===== config.mk =====
export PLATFORM = sky130hd
export DESIGN_NAME = round_robin_adc_averager
export DESIGN_NICKNAME = d
export VERILOG_FILES = /design/src/hdl/rraa_pkg.sv /design/src/hdl/rraa_front.sv /design/src/hdl/rraa_fifo.sv /design/src/hdl/rraa_back.sv /design/src/hdl/round_robin_adc_averager.sv
export SDC_FILE = /design/constraint.sdc
export NUM_CORES = 1
export LEC_CHECK = 0
export BUFFER_PORTS_ARGS = -buffer_cell sky130_fd_sc_hd__buf_4
export CAP_MARGIN = 20
export CORE_MARGIN = 5
export CORE_UTILIZATION = 35
export DETAILED_ROUTE_END_ITERATION = 6
export GPL_TIMING_DRIVEN = 0
export PLACE_DENSITY = 0.5
export SYNTH_ARGS = -nofsm -noshare
export SYNTH_HDL_FRONTEND = slang
export SYNTH_HIERARCHICAL = 1
export SYNTH_SLANG_ARGS = --single-unit

===== constraint.sdc =====
create_clock -name aclk -period 13.7 [get_ports aclk]
set_clock_uncertainty 0.05 [all_clocks]
set_input_delay 2.055 -clock aclk [delete_from_list [all_inputs] [get_ports aclk]]
set_output_delay 2.055 -clock aclk [all_outputs]
set_load 0.05 [all_outputs]

===== src/hdl/rraa_pkg.sv =====
package rraa_pkg;

    localparam int SAMPLE_W = 12;
    localparam int CODE_W   = 5;
    localparam int INT_MV_W = 16;
    localparam int EXT_MV_W = 18;
    localparam int CFG_IDX_W  = 3;
    localparam int CFG_DATA_W = 16;
    localparam int USER_W     = 15;
    localparam int FACT_W     = 16;

    // shared multiplier operand and product widths
    localparam int MA_W = 19;
    localparam int MB_W = 17;
    localparam int PM_W = MA_W + MB_W;

    localparam logic [MA_W-1:0]     INT_SCALE     = 19'd316877;
    localparam logic [MA_W-1:0]     EXT_FRAC      = 19'd33887;
    localparam logic [EXT_MV_W-1:0] SINGLE_EXT_MV = 18'd5000;
    localparam logic [PM_W-1:0]     ROUND_Q16     = 36'd32768;
    localparam logic [PM_W-1:0]     ROUND_Q15     = 36'd16384;

    localparam logic [FACT_W-1:0] FACT_CORR_RST   = 16'd32768;
    localparam logic [CODE_W-1:0] FIRST_CODE_RST  = 5'd6;
    localparam logic [CODE_W-1:0] SECOND_CODE_RST = 5'd7;

    typedef enum logic [CFG_IDX_W-1:0] {
        CFG_USER_INT    = 3'd0,
        CFG_FACT_INT    = 3'd1,
        CFG_USER_EXT    = 3'd2,
        CFG_FACT_EXT    = 3'd3,
        CFG_FIRST_CODE  = 3'd4,
        CFG_SECOND_CODE = 3'd5
    } cfg_index_t;

    typedef enum logic [2:0] {
        ST_IDLE,
        ST_AVG,
        ST_INT_SCALE,
        ST_INT_CORR,
        ST_EXT_FRAC,
        ST_EXT_CORR,
        ST_WRITE
    } back_state_t;

    typedef struct packed {
        logic [SAMPLE_W-1:0] sample;
        logic                slot;
        logic                first;
        logic                last;
    } item_t;

    typedef struct packed {
        logic [USER_W-1:0] user_int;
        logic [FACT_W-1:0] fact_int;
        logic [USER_W-1:0] user_ext;
        logic [FACT_W-1:0] fact_ext;
        logic [CODE_W-1:0] first_code;
        logic [CODE_W-1:0] second_code;
    } cfg_regs_t;

    function automatic logic [FACT_W-1:0] pick_corr(input logic [USER_W-1:0] user,
                                                    input logic [FACT_W-1:0] factory);
        logic [FACT_W-1:0] res;
        res = (user != '0) ? {user, 1'b0} : factory;
        return res;
    endfunction

endpackage


===== src/hdl/rraa_front.sv =====
module rraa_front
    import rraa_pkg::*;
#(
    parameter int NUM_CHANNELS = 2,
    parameter int NUM_SAMPLES  = 16
) (
    input  logic                aclk,
    input  logic                aresetn,
    input  logic                s_valid,
    output logic                s_ready,
    input  logic [SAMPLE_W-1:0] s_sample,
    input  logic                q_full,
    output logic                q_push,
    output item_t               q_item
);

    localparam int PASS_W = (NUM_SAMPLES > 1) ? $clog2(NUM_SAMPLES) : 1;
    localparam logic [PASS_W-1:0] PASS_LAST = PASS_W'(NUM_SAMPLES - 1);

    logic              slot_reg, slot_next;
    logic [PASS_W-1:0] pass_reg, pass_next;
    logic              take;

    assign s_ready = !q_full;
    assign take    = s_valid && s_ready;
    assign q_push  = take;

    assign q_item.sample = s_sample;
    assign q_item.slot   = slot_reg;
    assign q_item.first  = (pass_reg == '0);
    assign q_item.last   = (pass_reg == PASS_LAST);

    always_comb begin
        slot_next = slot_reg;
        pass_next = pass_reg;
        if (take) begin
            if (NUM_CHANNELS > 1 && !slot_reg) begin
                slot_next = 1'b1;
            end else begin
                slot_next = 1'b0;
                pass_next = (pass_reg == PASS_LAST) ? '0 : pass_reg + 1'b1;
            end
        end
    end

    always_ff @(posedge aclk) begin
        if (!aresetn) begin
            slot_reg <= 1'b0;
            pass_reg <= '0;
        end else begin
            slot_reg <= slot_next;
            pass_reg <= pass_next;
        end
    end

endmodule


===== src/hdl/rraa_fifo.sv =====
module rraa_fifo
    import rraa_pkg::*;
(
    input  logic  aclk,
    input  logic  aresetn,
    input  logic  push,
    input  item_t push_item,
    output logic  full,
    input  logic  pop,
    output item_t pop_item,
    output logic  empty
);

    item_t       entry_reg [2];
    logic        wr_ptr_reg;
    logic        rd_ptr_reg;
    logic [1:0]  count_reg;
    logic [1:0]  count_next;

    assign full     = (count_reg == 2'd2);
    assign empty    = (count_reg == 2'd0);
    assign pop_item = entry_reg[rd_ptr_reg];

    always_comb begin
        count_next = count_reg;
        if (push && !pop) begin
            count_next = count_reg + 2'd1;
        end else if (pop && !push) begin
            count_next = count_reg - 2'd1;
        end
    end

    always_ff @(posedge aclk) begin
        if (push) begin
            entry_reg[wr_ptr_reg] <= push_item;
        end
    end

    always_ff @(posedge aclk) begin
        if (!aresetn) begin
            wr_ptr_reg <= 1'b0;
            rd_ptr_reg <= 1'b0;
            count_reg  <= 2'd0;
        end else begin
            if (push) begin
                wr_ptr_reg <= !wr_ptr_reg;
            end
            if (pop) begin
                rd_ptr_reg <= !rd_ptr_reg;
            end
            count_reg <= count_next;
        end
    end

`ifndef SYNTHESIS
    assert property (@(posedge aclk) disable iff (!aresetn) !(pop && empty))
        else $error("queue read while empty");
    assert property (@(posedge aclk) disable iff (!aresetn)
        (count_reg != 2'd3) && ((wr_ptr_reg ^ rd_ptr_reg) == count_reg[0]))
        else $error("queue pointers and count disagree");
`endif

endmodule


===== src/hdl/rraa_back.sv =====
module rraa_back
    import rraa_pkg::*;
#(
    parameter int NUM_CHANNELS = 2,
    parameter int NUM_SAMPLES  = 16
) (
    input  logic                aclk,
    input  logic                aresetn,
    input  cfg_regs_t           cfg,
    input  logic                q_valid,
    input  item_t               q_item,
    output logic                q_pop,
    output logic                m_valid,
    input  logic                m_ready,
    output logic                m_sampled_slot,
    output logic                m_average_updated,
    output logic [SAMPLE_W-1:0] m_average_value,
    output logic [CODE_W-1:0]   m_next_select,
    output logic [INT_MV_W-1:0] m_internal_mv,
    output logic [EXT_MV_W-1:0] m_external_mv
);

    localparam int LOG_N     = $clog2(NUM_SAMPLES);
    localparam int SUM_W     = SAMPLE_W + LOG_N;
    localparam int DIV_SHIFT = SUM_W + LOG_N;
    localparam int DIV_MUL   = (2 ** DIV_SHIFT) / NUM_SAMPLES + 1;
    localparam int MUL_W     = SUM_W + 2;
    localparam int PROD_W    = SUM_W + MUL_W;

    back_state_t state_reg, state_next;

    logic [SUM_W-1:0]    sum_reg [2];
    logic [SAMPLE_W-1:0] avg_reg [2];
    logic                slot_reg;
    logic                last_reg;
    logic [PM_W-1:0]     prod_reg;
    logic [INT_MV_W-1:0] int_mv_reg;

    logic                m_valid_reg;
    logic                m_slot_reg;
    logic                m_updated_reg;
    logic [SAMPLE_W-1:0] m_avg_reg;
    logic [CODE_W-1:0]   m_select_reg;
    logic [INT_MV_W-1:0] m_int_reg;
    logic [EXT_MV_W-1:0] m_ext_reg;

    logic                out_free;
    logic                avg_load;
    logic                int_load;
    logic                out_load;
    logic [MA_W-1:0]     mul_a;
    logic [MB_W-1:0]     mul_b;
    logic [PROD_W-1:0]   div_prod;
    logic [PM_W-1:0]     rnd16;
    logic [PM_W-1:0]     rnd15;
    logic [15:0]         t_int;
    logic [16:0]         t_ext;
    logic [16:0]         whole_ext;
    logic [FACT_W-1:0]   corr_int;
    logic [FACT_W-1:0]   corr_ext;
    logic [CODE_W-1:0]   select_next;
    logic [EXT_MV_W-1:0] ext_next;

    assign out_free = !m_valid_reg || m_ready;

    assign div_prod  = PROD_W'(sum_reg[slot_reg]) * PROD_W'(DIV_MUL);
    assign rnd16     = prod_reg + ROUND_Q16;
    assign rnd15     = prod_reg + ROUND_Q15;
    assign t_int     = rnd16[31:16];
    assign whole_ext = {1'b0, avg_reg[1], 4'b0} + {4'b0, avg_reg[1], 1'b0};
    assign t_ext     = whole_ext + 17'(rnd16[27:16]);
    assign corr_int  = pick_corr(cfg.user_int, cfg.fact_int);
    assign corr_ext  = pick_corr(cfg.user_ext, cfg.fact_ext);

    assign select_next = (NUM_CHANNELS > 1 && !slot_reg) ? cfg.second_code : cfg.first_code;
    assign ext_next    = (NUM_CHANNELS > 1) ? rnd15[32:15] : SINGLE_EXT_MV;

    always_comb begin
        state_next = state_reg;
        case (state_reg)
            ST_IDLE:      if (q_valid) state_next = ST_AVG;
            ST_AVG:       state_next = ST_INT_SCALE;
            ST_INT_SCALE: state_next = ST_INT_CORR;
            ST_INT_CORR:  state_next = ST_EXT_FRAC;
            ST_EXT_FRAC:  state_next = ST_EXT_CORR;
            ST_EXT_CORR:  state_next = ST_WRITE;
            ST_WRITE:     if (out_free) state_next = ST_IDLE;
            default:      state_next = ST_IDLE;
        endcase
    end

    always_comb begin
        q_pop    = 1'b0;
        avg_load = 1'b0;
        int_load = 1'b0;
        out_load = 1'b0;
        mul_a    = '0;
        mul_b    = '0;
        case (state_reg)
            ST_IDLE: begin
                q_pop = q_valid;
            end
            ST_AVG: begin
                avg_load = last_reg;
            end
            ST_INT_SCALE: begin
                mul_a = INT_SCALE;
                mul_b = MB_W'(avg_reg[0]);
            end
            ST_INT_CORR: begin
                mul_a = MA_W'(t_int);
                mul_b = MB_W'(corr_int);
            end
            ST_EXT_FRAC: begin
                int_load = 1'b1;
                mul_a    = EXT_FRAC;
                mul_b    = MB_W'(avg_reg[1]);
            end
            ST_EXT_CORR: begin
                mul_a = MA_W'(t_ext);
                mul_b = MB_W'(corr_ext);
            end
            ST_WRITE: begin
                out_load = out_free;
            end
            default: begin
                q_pop = 1'b0;
            end
        endcase
    end

    // datapath
    always_ff @(posedge aclk) begin
        if (state_reg != ST_WRITE) begin
            prod_reg <= PM_W'(mul_a) * PM_W'(mul_b);
        end
        if (q_pop) begin
            slot_reg <= q_item.slot;
            last_reg <= q_item.last;
            sum_reg[q_item.slot] <= q_item.first ? SUM_W'(q_item.sample)
                                                 : sum_reg[q_item.slot] + SUM_W'(q_item.sample);
        end
        if (int_load) begin
            int_mv_reg <= rnd15[30:15];
        end
        if (out_load) begin
            m_slot_reg    <= slot_reg;
            m_updated_reg <= last_reg;
            m_avg_reg     <= avg_reg[slot_reg];
            m_select_reg  <= select_next;
            m_int_reg     <= int_mv_reg;
            m_ext_reg     <= ext_next;
        end
    end

    always_ff @(posedge aclk) begin
        if (!aresetn) begin
            state_reg   <= ST_IDLE;
            m_valid_reg <= 1'b0;
            avg_reg[0]  <= '0;
            avg_reg[1]  <= '0;
        end else begin
            state_reg <= state_next;
            if (out_load) begin
                m_valid_reg <= 1'b1;
            end else if (m_ready) begin
                m_valid_reg <= 1'b0;
            end
            if (avg_load) begin
                avg_reg[slot_reg] <= div_prod[DIV_SHIFT +: SAMPLE_W];
            end
        end
    end

    assign m_valid           = m_valid_reg;
    assign m_sampled_slot    = m_slot_reg;
    assign m_average_updated = m_updated_reg;
    assign m_average_value   = m_avg_reg;
    assign m_next_select     = m_select_reg;
    assign m_internal_mv     = m_int_reg;
    assign m_external_mv     = m_ext_reg;

`ifndef SYNTHESIS
    assert property (@(posedge aclk) disable iff (!aresetn)
        $rose(m_valid_reg) |-> $past(state_reg == ST_WRITE))
        else $error("result word raised outside the write step");
    assert property (@(posedge aclk) disable iff (!aresetn)
        (state_reg == ST_WRITE && !out_free) |=> (state_reg == ST_WRITE))
        else $error("write step left while result register busy");
`endif

endmodule


===== src/hdl/round_robin_adc_averager.sv =====
// path: an accepted sample word goes through the two-entry queue and the back end
// sequence; the result word is raised once the result register is free
// the back end takes the next word from the queue only after its sequence of average
// update and four passes through the single shared multiplier returns to idle
// reset: synchronous active low aresetn; slot, pass count, averages and queue clear,
// registers return to their documented values
module round_robin_adc_averager
    import rraa_pkg::*;
#(
    parameter int NUM_CHANNELS = 2,
    parameter int NUM_SAMPLES  = 16
) (
    input  logic                  aclk,
    input  logic                  aresetn,
    input  logic                  cfg_valid,
    output logic                  cfg_ready,
    input  logic [CFG_IDX_W-1:0]  cfg_index,
    input  logic [CFG_DATA_W-1:0] cfg_data,
    input  logic                  s_valid,
    output logic                  s_ready,
    input  logic [SAMPLE_W-1:0]   s_sample,
    output logic                  m_valid,
    input  logic                  m_ready,
    output logic                  m_sampled_slot,
    output logic                  m_average_updated,
    output logic [SAMPLE_W-1:0]   m_average_value,
    output logic [CODE_W-1:0]     m_next_select,
    output logic [INT_MV_W-1:0]   m_internal_mv,
    output logic [EXT_MV_W-1:0]   m_external_mv
);

    cfg_regs_t cfg_reg;
    item_t     push_item;
    item_t     pop_item;
    logic      push;
    logic      pop;
    logic      full;
    logic      empty;

    assign cfg_ready = 1'b1;

    always_ff @(posedge aclk) begin
        if (!aresetn) begin
            cfg_reg.user_int    <= '0;
            cfg_reg.fact_int    <= FACT_CORR_RST;
            cfg_reg.user_ext    <= '0;
            cfg_reg.fact_ext    <= FACT_CORR_RST;
            cfg_reg.first_code  <= FIRST_CODE_RST;
            cfg_reg.second_code <= SECOND_CODE_RST;
        end else if (cfg_valid && cfg_ready) begin
            case (cfg_index)
                CFG_USER_INT:    cfg_reg.user_int    <= cfg_data[USER_W-1:0];
                CFG_FACT_INT:    cfg_reg.fact_int    <= cfg_data[FACT_W-1:0];
                CFG_USER_EXT:    cfg_reg.user_ext    <= cfg_data[USER_W-1:0];
                CFG_FACT_EXT:    cfg_reg.fact_ext    <= cfg_data[FACT_W-1:0];
                CFG_FIRST_CODE:  cfg_reg.first_code  <= cfg_data[CODE_W-1:0];
                CFG_SECOND_CODE: cfg_reg.second_code <= cfg_data[CODE_W-1:0];
                default:         cfg_reg <= cfg_reg;
            endcase
        end
    end

    rraa_front #(
        .NUM_CHANNELS (NUM_CHANNELS),
        .NUM_SAMPLES  (NUM_SAMPLES)
    ) u_front (
        .aclk     (aclk),
        .aresetn  (aresetn),
        .s_valid  (s_valid),
        .s_ready  (s_ready),
        .s_sample (s_sample),
        .q_full   (full),
        .q_push   (push),
        .q_item   (push_item)
    );

    rraa_fifo u_fifo (
        .aclk      (aclk),
        .aresetn   (aresetn),
        .push      (push),
        .push_item (push_item),
        .full      (full),
        .pop       (pop),
        .pop_item  (pop_item),
        .empty     (empty)
    );

    rraa_back #(
        .NUM_CHANNELS (NUM_CHANNELS),
        .NUM_SAMPLES  (NUM_SAMPLES)
    ) u_back (
        .aclk              (aclk),
        .aresetn           (aresetn),
        .cfg               (cfg_reg),
        .q_valid           (!empty),
        .q_item            (pop_item),
        .q_pop             (pop),
        .m_valid           (m_valid),
        .m_ready           (m_ready),
        .m_sampled_slot    (m_sampled_slot),
        .m_average_updated (m_average_updated),
        .m_average_value   (m_average_value),
        .m_next_select     (m_next_select),
        .m_internal_mv     (m_internal_mv),
        .m_external_mv     (m_external_mv)
    );

endmodule


* Word level (Yosys, flattened, before mapping)
Memories as Yosys holds them, arrays and structs flattened. A register that Yosys moved wholly into a read port is not among the register bits.
Index checks and enable logic that the tools add are counted.
** Operators by class
- Equal/unequal tests :: 16
- Multiply operators :: 2
- Add/sub/neg operators :: 8
- Mux-type cells :: 33
- Reduce and logical (&&, ||, !) cells :: 28
** Operator list (number)
- $pmux W19 S4 :: 1
- $pmux W16 S4 :: 1
- $mux W16 :: 3
- $add A33 B15 Y33 const B :: 1
- $mul A19 B16 Y33 :: 1
- $add A32 B16 Y32 const B :: 1
- $mul A16 B17 Y32 const B :: 1
- $reduce_bool A15 Y1 :: 2
- $pmux W3 S7 :: 1
- $mux W1 :: 20
- $add A16 B13 Y17 :: 1
- $add A17 B12 Y17 :: 1
- $add A16 B12 Y16 :: 1
- $reduce_and A2 Y1 :: 8
- $eq A3 B3 Y1 const B :: 5
- $eq A3 B2 Y1 const B :: 4
- $mux W12 :: 1
- $reduce_or A12 Y1 :: 1
- $logic_not A1 Y1 :: 7
- $eq A3 B1 Y1 const B :: 2
- $logic_not A3 Y1 :: 2
- $mux W3 :: 2
- $mux W5 :: 1
- $add A4 B1 Y4 const B :: 1
- 14 further kinds :: 18
** Word-level totals
- Memories kept :: 3
- Memory bits (writable) :: 86
- Register bits after elaboration :: 177
- Output and inout bits :: 56
- Logic and storage cells :: 112
** Memories
- u_back.sum_reg :: depth 2, width 16, read ports 2, clocked after Yosys merged registers in 1, wr ports 1, RTL line rraa_back.sv:32 : logic [SUM_W-1:0] sum_reg [2];
- u_fifo.entry_reg :: depth 2, width 15, read ports 1, clocked after Yosys merged registers in 1, wr ports 1, RTL line rraa_fifo.sv:14 : item_t entry_reg [2];
- u_back.avg_reg :: depth 2, width 12, read ports 3, clocked after Yosys merged registers in 1, wr ports 2, RTL line rraa_back.sv:33 : logic [SAMPLE_W-1:0] avg_reg [2];

* Depth between registers and ports, before layout
Gate-level depths: netlist (run 1).
- Depth in word-level cells :: 7
- Mapped depth :: 40
- Depth with buffers taken out :: 38

* Hierarchy
Netlist (run 1), hierarchy kept.
** Modules (own cells, without submodules)
- rraa_back :: times used 1, area an instance 17255.3 µm², sequential area each 4484.3 µm², cells each 1785
- round_robin_adc_averager :: times used 1, area an instance 2701.3 µm², sequential area each 1441.4 µm², cells each 263
- rraa_fifo :: times used 1, area an instance 1301.2 µm², sequential area each 1001.0 µm², cells each 69
- rraa_front :: times used 1, area an instance 376.6 µm², sequential area each 100.1 µm², cells each 45

* Worst setup path after synthesis (run 1)
Ideal clock, no wire load.
- Path type :: register -> register
- Start point :: reg u_back.prod_reg[17]
- End point :: reg u_back.prod_reg[32], data pin
- Clock period less this slack :: 8.926 ns
- Setup time :: 0.260 ns
- Arrival time :: 8.616 ns
- Data required time :: 13.390 ns
- Stages on the path, launching flop included :: 38
- Path slack :: 4.774 ns
- Cell sequence :: edfxtp_1 buf_2 nand3_1 nor2_1 xor2_1 fa_1 ha_1 nor2b_1 o21ai_1 a21boi_0 o21ai_1 a21boi_1 o21ai_1 a21oi_1 or3_1 a31oi_1 nor2_1 fa_1 [2 not listed] fa_1 inv_1 fa_1 fa_1 inv_1 fa_1 inv_1 ha_1 a21o_1 a21o_1 a21oi_1 o211ai_1 a211oi_2 nor2_1 a221o_1 a21o_1 a21oi_2 xnor2_1
** On the way
- Cells in the longest elaborated chain, start to end :: 4
** RTL lines
- start, declared :: RTL line rraa_back.sv:36 : logic [PM_W-1:0] prod_reg;
- start signal, assigned :: RTL line rraa_back.sv:135 : prod_reg <= PM_W'(mul_a) * PM_W'(mul_b);
- $add A32 B16 Y32 (*) :: RTL line rraa_back.sv:67 : assign rnd16 = prod_reg + ROUND_Q16;
- $add A17 B12 Y17 :: RTL line rraa_back.sv:71 : assign t_ext = whole_ext + 17'(rnd16[27:16]);
- $pmux W19 S4 (*) :: RTL line rraa_back.sv:99 : case (state_reg)
- $mul A19 B16 Y33 (*) :: RTL line rraa_back.sv:135
Every way passes the cells marked *; elsewhere a longest branch is shown, timed or not.
A chain may end at the register's enable or synchronous reset.

* Worst setup path in the final report (run 1)
- Start point :: reg u_back.prod_reg[17]
- End point :: reg u_back.prod_reg[30], data pin
The elaborated chain is that of the path after synthesis.

==> flow_summary_export.csv, run 1 <==
group,metric,value,unit
timing,slew_headroom,0.128,
placed_design,finalWeightedCongestion,0.941,
layout,multi_input_area,12900,sq um
cts,cts_tree,"yes",
setup_path,critPathMaxFanout,7,
cts,clk_path_buf_depth,3,
cts,cts-root-buf,"clkbuf_16",
setup_path,critPathArrivalTime,11.08,ns
timing,worst_pin_slew,1.31,ns
layout,area_growth,12.4,%
setup_path,worst_setup_path_end_kind,"flip-flop",
global_route,grt_pass1_wl,98500,microns
global_route,grt_overflow,0,
die,io_pins,92,
cts,cts_buffers,29,
power_and_ir_drop,powerDensity,124,nW/um^2
yosys,synth_area_per_cell,10.0,sq um
global_route,grt_pass1_vias,16413,
routing,wl,64600,microns
cts,clock_sinks,263,
layout,final_cell_mix,"inv_1 (307), nand2_1 (269), fa_1 (229)",
yosys,synth_cells,2162,
setup_path,cpPeakStageDelay,0.89,ns
routing,drtPass1Iterations,5,
die,die_h,259,microns
setup_path,start_kind,"flip-flop",
timing,hold_viol,0,
global_route,grt_max_degree,35,
routing,wl_per_cell,20.9,microns
routing,vias,15798,
global_route,grt_use_total,0.190,
routing,antenna_left,0,
die,die_w,259,microns
setup_path,critPathKind,"flip-flop to flip-flop",
yosys,synth-seq-cells,263,
cts,worstSkewPairLatency,0.58,ns
die,initial_core_util,0.352,
die,num_rows,91,
timing,period_share,0.789,
placed_design,placed_area,23300,sq um
power_and_ir_drop,p_clk_frac,0.263,
power_and_ir_drop,peakVddDrop,0.000102,V
cts,cts_resized,0,
layout,n_fill_cell,6137,
timing,max_freq,92.5,MHz
layout,drive_gt1_frac,0.105,
die,dieArea,66900,sq um
yosys,synth_area,21600,sq um
placed_design,pre_cts_ws,3.00,ns
timing,slew_violations,0,
power_and_ir_drop,internal_power,1.85,mW
yosys,ys.warnings.count,6,
timing,finalCriticalPeriod,10.82,ns
timing,worst_hold_slack,0.368,ns
cts,ctsHtreeMaxLevel,1,
yosys,synth-edff-count,176,
yosys,synth_top_flop_cell,"edfxtp_1",
worst_hold_path,worstHoldPathType,"flip-flop to flip-flop",
layout,nNetsFinal,2680,
routing,drc_errors,0,
yosys,yosysSeqAreaShare,0.325,
routing,viasPerCell,5.11,
routing,drt_iter0_markers,1111,
timing,rsz0062_at_grt,"no",
layout,final_area,24300,sq um
die,core,61500,sq um
placed_design,dp_hpwl,52700,microns
power_and_ir_drop,p_comb_frac,0.390,
layout,layout.cells.most_common,"inv_1",
run_status,status,"finished, final reports clean",
setup_path,cp_common_cell,"fa_1",
layout,register_area,7030,sq um
yosys,synth_cell_types,72,
setup_path,cp_slowest_cell,"a22oi_1",
cts,hold_buffers,0,
global_route,antenna_found_initial,1,
power_and_ir_drop,p_sw,1.17,mW
yosys,async_flop_share,0,
power_and_ir_drop,leakage,10.9,nW
placed_design,place.port_buffers,78,
power_and_ir_drop,seqPwrFrac,0.347,
timing,fin_setup_tns,0,ns
cts,postCtsSetupBuffers,0,
timing,layout_setup_ws,2.88,ns
layout,largest_reg_flops,72,
flow_run,cap_viol_max_count,0,
power_and_ir_drop,netSwitchingFraction,0.387,
cts,clkTransAtPathRegs,0.06,ns
layout,diodes,0,
setup_path,worstPathRequired,13.96,ns
timing,setup_viol,0,
## power by group through the flow
stage	Sequential (mW)	Clock, mW	Combinational, mW
detailed placement	1.06	0	1.16
global placement	1.06	0	1.14
global route	1.06	0.855	1.28
finish	1.04	0.792	1.17
floorplan	1.04	0	0.780
CTS	1.05	0.817	1.17
## kinds of logic (layout without fill, tap and decap cells)
logic type      count (synthesis)  in the layout  share of synthesized area
mux                           141            141                     0.0678
compound gates                237            237                     0.0711
flops                         263            263                      0.325
xor+xnor                       71             71                     0.0287
buf+inv                       415            556                     0.0778
other cells                     2              3                   0.000347
fa+ha+maj                     363            363                      0.289
simple gates                  670            670                      0.140
## per-layer routing
metal  wire length [microns]  track usage  up-vias
met5                      20            0        -
met4                    1560       0.0412        2
met3                    3230       0.0285       92
li1                        -            -     7322
met1                   28900        0.259     7961
met2                   30800        0.323      421
## stage by stage
| step | util | total power, mW | instances |
|---|---|---|---|
| after floorplan | - | 1.82 | 2163 |
| after global placement | 0.378 | 2.20 | 3031 |
| after detailed placement | 0.379 | 2.22 | 3038 |
| after CTS | 0.395 | 3.03 | 3092 |
| after global routing | 0.396 | 3.19 | 3094 |
| final | 0.396 | 3.01 | 3094 |
## worst max-delay path, delay by kind of cell, from the launching register on
family	cells	cell delay [ns]
simple gates	9	1.94
fa+ha+maj	9	4.25
flops	1	0.31
xor+xnor	2	0.82
buf+inv	5	0.39
compound gates	12	2.75
## cell usage after synthesis (5+ instances only)
library cell	number	area share
o21a_1	18	0.0062
ha_1	134	0.077
buf_2	17	0.0039
o22ai_1	9	0.0026
inv_1	307	0.053
mux2_2	45	0.023
edfxtp_1	176	0.24
and4_1	6	0.0024
and3_1	21	0.0061
a21boi_0	6	0.0021
mux2i_1	96	0.044
nand4_1	8	0.0023
nand3_1	27	0.0062
nand2_1	269	0.047
a31oi_1	10	0.0029
xnor2_1	44	0.018
o21ai_0	36	0.0083
clkbuf_1	66	0.011
nor2_1	200	0.035
o21ai_1	10	0.0023
nand2b_1	10	0.0029
xor2_1	27	0.011
nand4b_1	6	0.0024
a21o_1	21	0.0073
buf_4	17	0.0059
a21oi_1	67	0.015
or3_1	19	0.0055
and2_1	22	0.0064
nor2b_1	23	0.0067
o21bai_1	5	0.0017
buf_6	5	0.0026
a211oi_1	6	0.0021
nor4_1	6	0.0017
a211o_1	5	0.0020
fa_1	229	0.21
dfxtp_1	87	0.081
a22o_1	6	0.0024
a22oi_1	5	0.0017
nor3_1	30	0.0069
## area by class of cell
type | count | share of cell area
clock inverters | 15 | 0.00756
repair buffers | 87 | 0.0288
plain buffers | 108 | 0.0219
inverters | 307 | 0.0474
clock buffers | 39 | 0.0325
multi-input cells | 1485 | 0.532
flip-flops and latches | 263 | 0.289
well taps | 790 | 0.0406
## final timing paths
kind | startpoint | to | slack, ns | cells past startpoint
min | u_back/int_mv_reg[12] | u_back/m_internal_mv[12] | 0.37 | 0
min reg2reg | u_back/int_mv_reg[12] | u_back/m_internal_mv[12] | 0.37 | 0
max | u_back/prod_reg[17] | u_back/prod_reg[30] | 2.88 | 37
max reg2reg | u_back/prod_reg[17] | u_back/prod_reg[30] | 2.88 | 37
Note: power is estimated with default switching activity, not from simulation.
==> run 2, diff against run 1 <==
==> constraint.sdc (replaced) <==
create_clock -name aclk -period 10.25 [get_ports aclk]
set_clock_uncertainty 0.05 [all_clocks]
set_input_delay 1.5375 -clock aclk [delete_from_list [all_inputs] [get_ports aclk]]
set_output_delay 1.5375 -clock aclk [all_outputs]
set_load 0.05 [all_outputs]
==> flow_summary_export.csv, run 2 (synthesis results as in run 1) <==
group,metric,value,unit
routing,wl,64500,microns
die,die_h,259,microns
cts,cts-root-buf,"clkbuf_16",
layout,drive_gt1_frac,0.123,
routing,drc_errors,0,
layout,n_fill_cell,6112,
global_route,grt.met3_usage,0.0287,
timing,period_share,0.957,
layout,final_cell_count_no_fill,3100,
placed_design,finalWeightedCongestion,0.941,
power_and_ir_drop,peakVddDrop,0.000136,V
layout,area_growth,13.8,%
placed_design,place.port_buffers,78,
die,initial_core_util,0.352,
cts,cts_tree,"yes",
timing,worst_pin_slew,1.29,ns
setup_path,critPathArrivalTime,10.07,ns
timing,finalCriticalPeriod,9.81,ns
layout,largest_reg_flops,72,
power_and_ir_drop,powerDensity,166,nW/um^2
layout,final_cell_mix,"inv_1 (307), nand2_1 (269), fa_1 (229)",
die,die_w,259,microns
setup_path,worst_setup_path_end_kind,"flip-flop",
layout,multi_input_area,13200,sq um
setup_path,start_kind,"flip-flop",
cts,clkTransAtPathRegs,0.06,ns
layout,layout.cells.most_common,"inv_1",
layout,diodes,0,
worst_hold_path,whs_endpoint,"u_back/m_internal_mv[12]",
placed_design,dp_hpwl,52700,microns
routing,wl_per_cell,20.8,microns
global_route,grt_max_degree,35,
die,io_pins,92,
global_route,antenna_found_initial,0,
worst_hold_path,min_from,"u_back/int_mv_reg[12]",
global_route,grt_pass1_vias,16470,
run_status,status,"finished, final reports clean",
global_route,busiest_layer,"met2",
setup_path,cp_slowest_cell,"a22oi_1",
setup_path,timing.rr.start,"u_back/prod_reg[17]",
routing,antenna_left,0,
cts,cts_buffers,29,
timing,setup_viol,0,
die,dieArea,66900,sq um
timing,rsz0062_at_grt,"no",
die,core,61500,sq um
setup_path,critPathMaxFanout,8,
routing,drt_iter0_markers,1179,
die,num_rows,91,
placed_design,dp_cells,3038,
global_route,grt_use_total,0.190,
cts,clk_path_buf_depth,3,
global_route,grt_use_met1,0.258,
timing,slew_headroom,0.137,
setup_path,rr_worst_depth,33,
setup_path,rr_endpoint,"u_back/prod_reg[30]",
setup_path,reg2reg_setup_slack,0.44,ns
setup_path,cpPeakStageDelay,1.03,ns
timing,slew_violations,0,
flow_run,cap_viol_max_count,0,
cts,ctsHtreeMaxLevel,1,
worst_hold_path,min_path_cells,0,
worst_hold_path,worstHoldPathType,"flip-flop to flip-flop",
routing,drtPass1Iterations,6,
setup_path,critPathKind,"flip-flop to flip-flop",
cts,worstSkewPairLatency,0.58,ns
setup_path,worstPathRequired,10.51,ns
timing,fin_setup_tns,0,ns
layout,register_area,7030,sq um
routing,vias,15805,
timing,hold_viol,0,
power_and_ir_drop,leakage,11.0,nW
setup_path,cp_common_cell,"fa_1",
layout,nNetsFinal,2686,
routing,viasPerCell,5.10,
timing,max_freq,102,MHz
global_route,grt_overflow,0,
cts,clock_sinks,263,
global_route,grt_pass1_wl,98700,microns
global_route,grt_util_met2,0.323,
==> run 2: timing repair <==
item / 4_1_cts / 5_1_grt
buffers inserted: 0 / 10
hold buffers: 0 / 0
resized for setup: 12 / 39
pin swaps: 0 / 5
gates cloned: 0 / 0
endpoints found under the setup margin: 11 / 12
==> run 2: final cells by class <==
cell class | count | share of cell area
well taps | 790 | 0.0401
flip-flops and latches | 263 | 0.285
multi-input cells | 1485 | 0.536
clock inverters | 15 | 0.00747
inverters | 307 | 0.0468
clock buffers | 39 | 0.0321
repair buffers | 95 | 0.0306
plain buffers | 106 | 0.0219
==> run 2: routing by layer <==
layer / routed length [microns] / up-vias / part of all wire
met3: 3160 / 87 / 0.049
met4: 1680 / 0 / 0.026
met2: 30700 / 428 / 0.48
met5: 0 / - / 0
li1: - / 7327 / -
met1: 28900 / 7963 / 0.45
==> run 2: power by group <==
part	switching [mW]	internal, mW	leakage (nW)	total, mW
clock	0.436	0.622	0.464	1.06
combinational	1.06	0.562	8.10	1.62
sequential	0.0830	1.32	2.41	1.40
==> run 2: worst max path at each step <==
stage	startpoint	slack [ns]	end
after global routing	u_back/prod_reg[17]	0.02	u_back/prod_reg[30]
after detailed placement	u_back/prod_reg[17]	-0.45	u_back/prod_reg[30]
after global placement	u_back/prod_reg[17]	-0.41	u_back/prod_reg[30]
final	u_back/prod_reg[17]	0.44	u_back/prod_reg[30]
after CTS	u_back/prod_reg[17]	0.02	u_back/prod_reg[30]
after floorplan	u_back/prod_reg[17]	1.32	u_back/prod_reg[32]
==> run 2: through the flow <==
step | hold WS, ns | power [mW] | instance area (sq um) | utilization | setup slack (ns)
floorplan | 0.350 | 2.44 | 21600 | - | 1.32
detailed placement | 0.355 | 2.97 | 23300 | 0.379 | -0.452
global placement | 0.354 | 2.93 | 23200 | 0.378 | -0.409
CTS | 0.367 | 4.06 | 24300 | 0.396 | 0.0235
finish | 0.366 | 4.08 | 24600 | 0.400 | 0.445
global route | 0.375 | 4.32 | 24600 | 0.400 | 0.0190
==> run 2: critical path, delay by kind of cell (launching register included) <==
kind | cells | cell delay [ns]
XOR/XNOR | 2 | 0.43
buffers and inverters | 5 | 0.44
AO/OA/AOI/OAI | 9 | 2.48
adder cells (fa/ha/maj) | 9 | 4.33
AND/OR/NAND/NOR | 8 | 1.50
flip-flops | 1 | 0.31
==> run 3, diff against run 2 <==
--- a/config.mk
+++ b/config.mk
@@ -7,11 +7,12 @@
 export LEC_CHECK = 0
 export BUFFER_PORTS_ARGS = -buffer_cell sky130_fd_sc_hd__buf_4
 export CAP_MARGIN = 20
+export CORE_ASPECT_RATIO = 1.4
 export CORE_MARGIN = 5
-export CORE_UTILIZATION = 35
+export CORE_UTILIZATION = 55
 export DETAILED_ROUTE_END_ITERATION = 6
 export GPL_TIMING_DRIVEN = 0
-export PLACE_DENSITY = 0.5
+export PLACE_DENSITY = 0.72
 export SYNTH_ARGS = -nofsm -noshare
 export SYNTH_HDL_FRONTEND = slang
 export SYNTH_HIERARCHICAL = 1
==> flow_summary_export.csv, run 3 (synthesis results as in run 1) <==
group,metric,value,unit
setup_path,start_kind,"flip-flop",
timing,layout_setup_ws,0.382,ns
power_and_ir_drop,powerDensity,165,nW/um^2
routing,drtPass1Iterations,7,
global_route,grt_use_total,0.293,
global_route,grt_max_degree,26,
timing,slew_violations,0,
routing,drt_iter0_markers,1158,
layout,multi_input_area,13000,sq um
run_status,status,"finished, final reports clean",
die,dieArea,43500,sq um
placed_design,pre_cts_ws,-0.299,ns
setup_path,cp_slowest_cell,"fa_1",
timing,hold_viol,0,
cts,clkTransAtPathRegs,0.06,ns
layout,final_cell_count_no_fill,2832,
setup_path,worst_setup_path_end_kind,"flip-flop",
placed_design,place.port_buffers,78,
placed_design,dp_cells,2779,
layout,final_cell_mix,"inv_1 (307), nand2_1 (269), fa_1 (229)",
cts,cts_tree,"yes",
die,io_pins,92,
worst_hold_path,worstHoldPathType,"flip-flop to flip-flop",
layout,area_growth,11.4,%
timing,slew_headroom,0.217,
timing,worst_pin_slew,1.16,ns
die,die_w,178,microns
power_and_ir_drop,seqPwrFrac,0.350,
cts,clock_sinks,263,
layout,layout.cells.most_common,"inv_1",
setup_path,cp_common_cell,"fa_1",
routing,antenna_left,0,
setup_path,critPathMaxFanout,16,
global_route,grt_use_met1,0.324,
cts,clk_path_buf_depth,3,
setup_path,crit_buf_inv,6,
setup_path,worstPathRequired,10.50,ns
layout,register_area,7030,sq um
global_route,antenna_found_initial,0,
die,num_rows,86,
routing,vias,16250,
power_and_ir_drop,internal_power,2.46,mW
timing,setup_viol,0,
die,initial_core_util,0.552,
flow_run,cap_viol_max_count,0,
placed_design,finalWeightedCongestion,1.07,
timing,finalCriticalPeriod,9.87,ns
routing,wl_per_cell,22.5,microns
global_route,busiest_layer,"met2",
cts,hold_buffers,0,
power_and_ir_drop,netSwitchingFraction,0.381,
routing,wl,63600,microns
power_and_ir_drop,p_sw,1.52,mW
global_route,grt_overflow,0,
global_route,grt_pass1_wl,96600,microns
layout,final_area,24100,sq um
power_and_ir_drop,p_clk_frac,0.249,
cts,cts-root-buf,"clkbuf_16",
global_route,grt_util_met2,0.524,
setup_path,critPathArrivalTime,10.11,ns
layout,n_fill_cell,3362,
layout,nNetsFinal,2684,
cts,worstSkewPairLatency,0.55,ns
layout,utilization,0.615,
routing,viasPerCell,5.74,
timing,max_freq,101,MHz
layout,diodes,0,
timing,fin_setup_tns,0,ns
layout,drive_gt1_frac,0.115,
placed_design,placed_area,23000,sq um
timing,worst_hold_slack,0.368,ns
power_and_ir_drop,leakage,10.9,nW
layout,largest_reg_flops,72,
setup_path,critPathKind,"flip-flop to flip-flop",
cts,cts_buffers,25,
timing,period_share,0.963,
setup_path,critPathTopFamily,"adder cells",
placed_design,dp_hpwl,51800,microns
die,core,39200,sq um
die,die_h,245,microns
setup_path,cpPeakStageDelay,0.55,ns
power_and_ir_drop,p_total,3.98,mW
global_route,grt_pass1_vias,16943,
cts,ctsHtreeMaxLevel,1,
global_route,grt.met3_usage,0.0325,
setup_path,reg2reg_setup_slack,0.38,ns
power_and_ir_drop,peakVddDrop,0.000186,V
power_and_ir_drop,p_comb_frac,0.402,
routing,drc_errors,0,
[run 3: changes by cell type in the layout (fill, tap and decap cells not counted), sizes merged]
cell      previous run  this run
buf                130       138
bufinv               3         5
clkbuf             110        95
clkinv               5         6
clkinvlp             5         3
[run 3: power groups by stage]
stage	Combinational, mW	Clock, mW	Sequential [mW]
CTS	1.54	1.01	1.39
finish	1.60	0.990	1.39
global placement	1.48	0	1.41
global route	1.72	1.06	1.41
detailed placement	1.53	0	1.41
floorplan	1.04	0	1.40
[run 3: worst register-to-register path: cells and delay by family (launching register included)]
family	cells	cell delay, ns
simple gates	4	0.65
compound gates	15	3.16
flops	1	0.47
xor+xnor	2	0.46
buf+inv	6	0.33
fa+ha+maj	10	4.49
[run 3: final timing paths]
kind,endpoint,from,cells after the start
setup reg to reg,u_back/prod_reg[32],u_back/prod_reg[16],37
hold reg to reg,u_back/m_internal_mv[2],u_back/int_mv_reg[2],0
hold / removal,u_back/m_internal_mv[2],u_back/int_mv_reg[2],0
setup / recovery,u_back/prod_reg[32],u_back/prod_reg[16],37
[run 3: metal layers]
metal	vias up	wire length, microns
met5	-	0
li1	7322	-
met2	592	32600
met3	220	3100
met4	0	5610
met1	8116	22300
[run 3: cell type report]
| cell class | instances | area share |
|---|---|---|
| clock buffer | 30 | 0.0272 |
| tap | 528 | 0.0274 |
| inverter | 307 | 0.0478 |
| multi-input combinational | 1485 | 0.541 |
| clock inverter | 16 | 0.00966 |
| buffer | 104 | 0.0216 |
| sequential | 263 | 0.292 |
| timing repair buffer | 99 | 0.0334 |
[run 3: what timing repair did]
item	in CTS	in global routing
pin swaps	0	4
gates resized for setup	6	16
buffers inserted	0	10
endpoints found under the setup margin	6	12
cloned	0	0
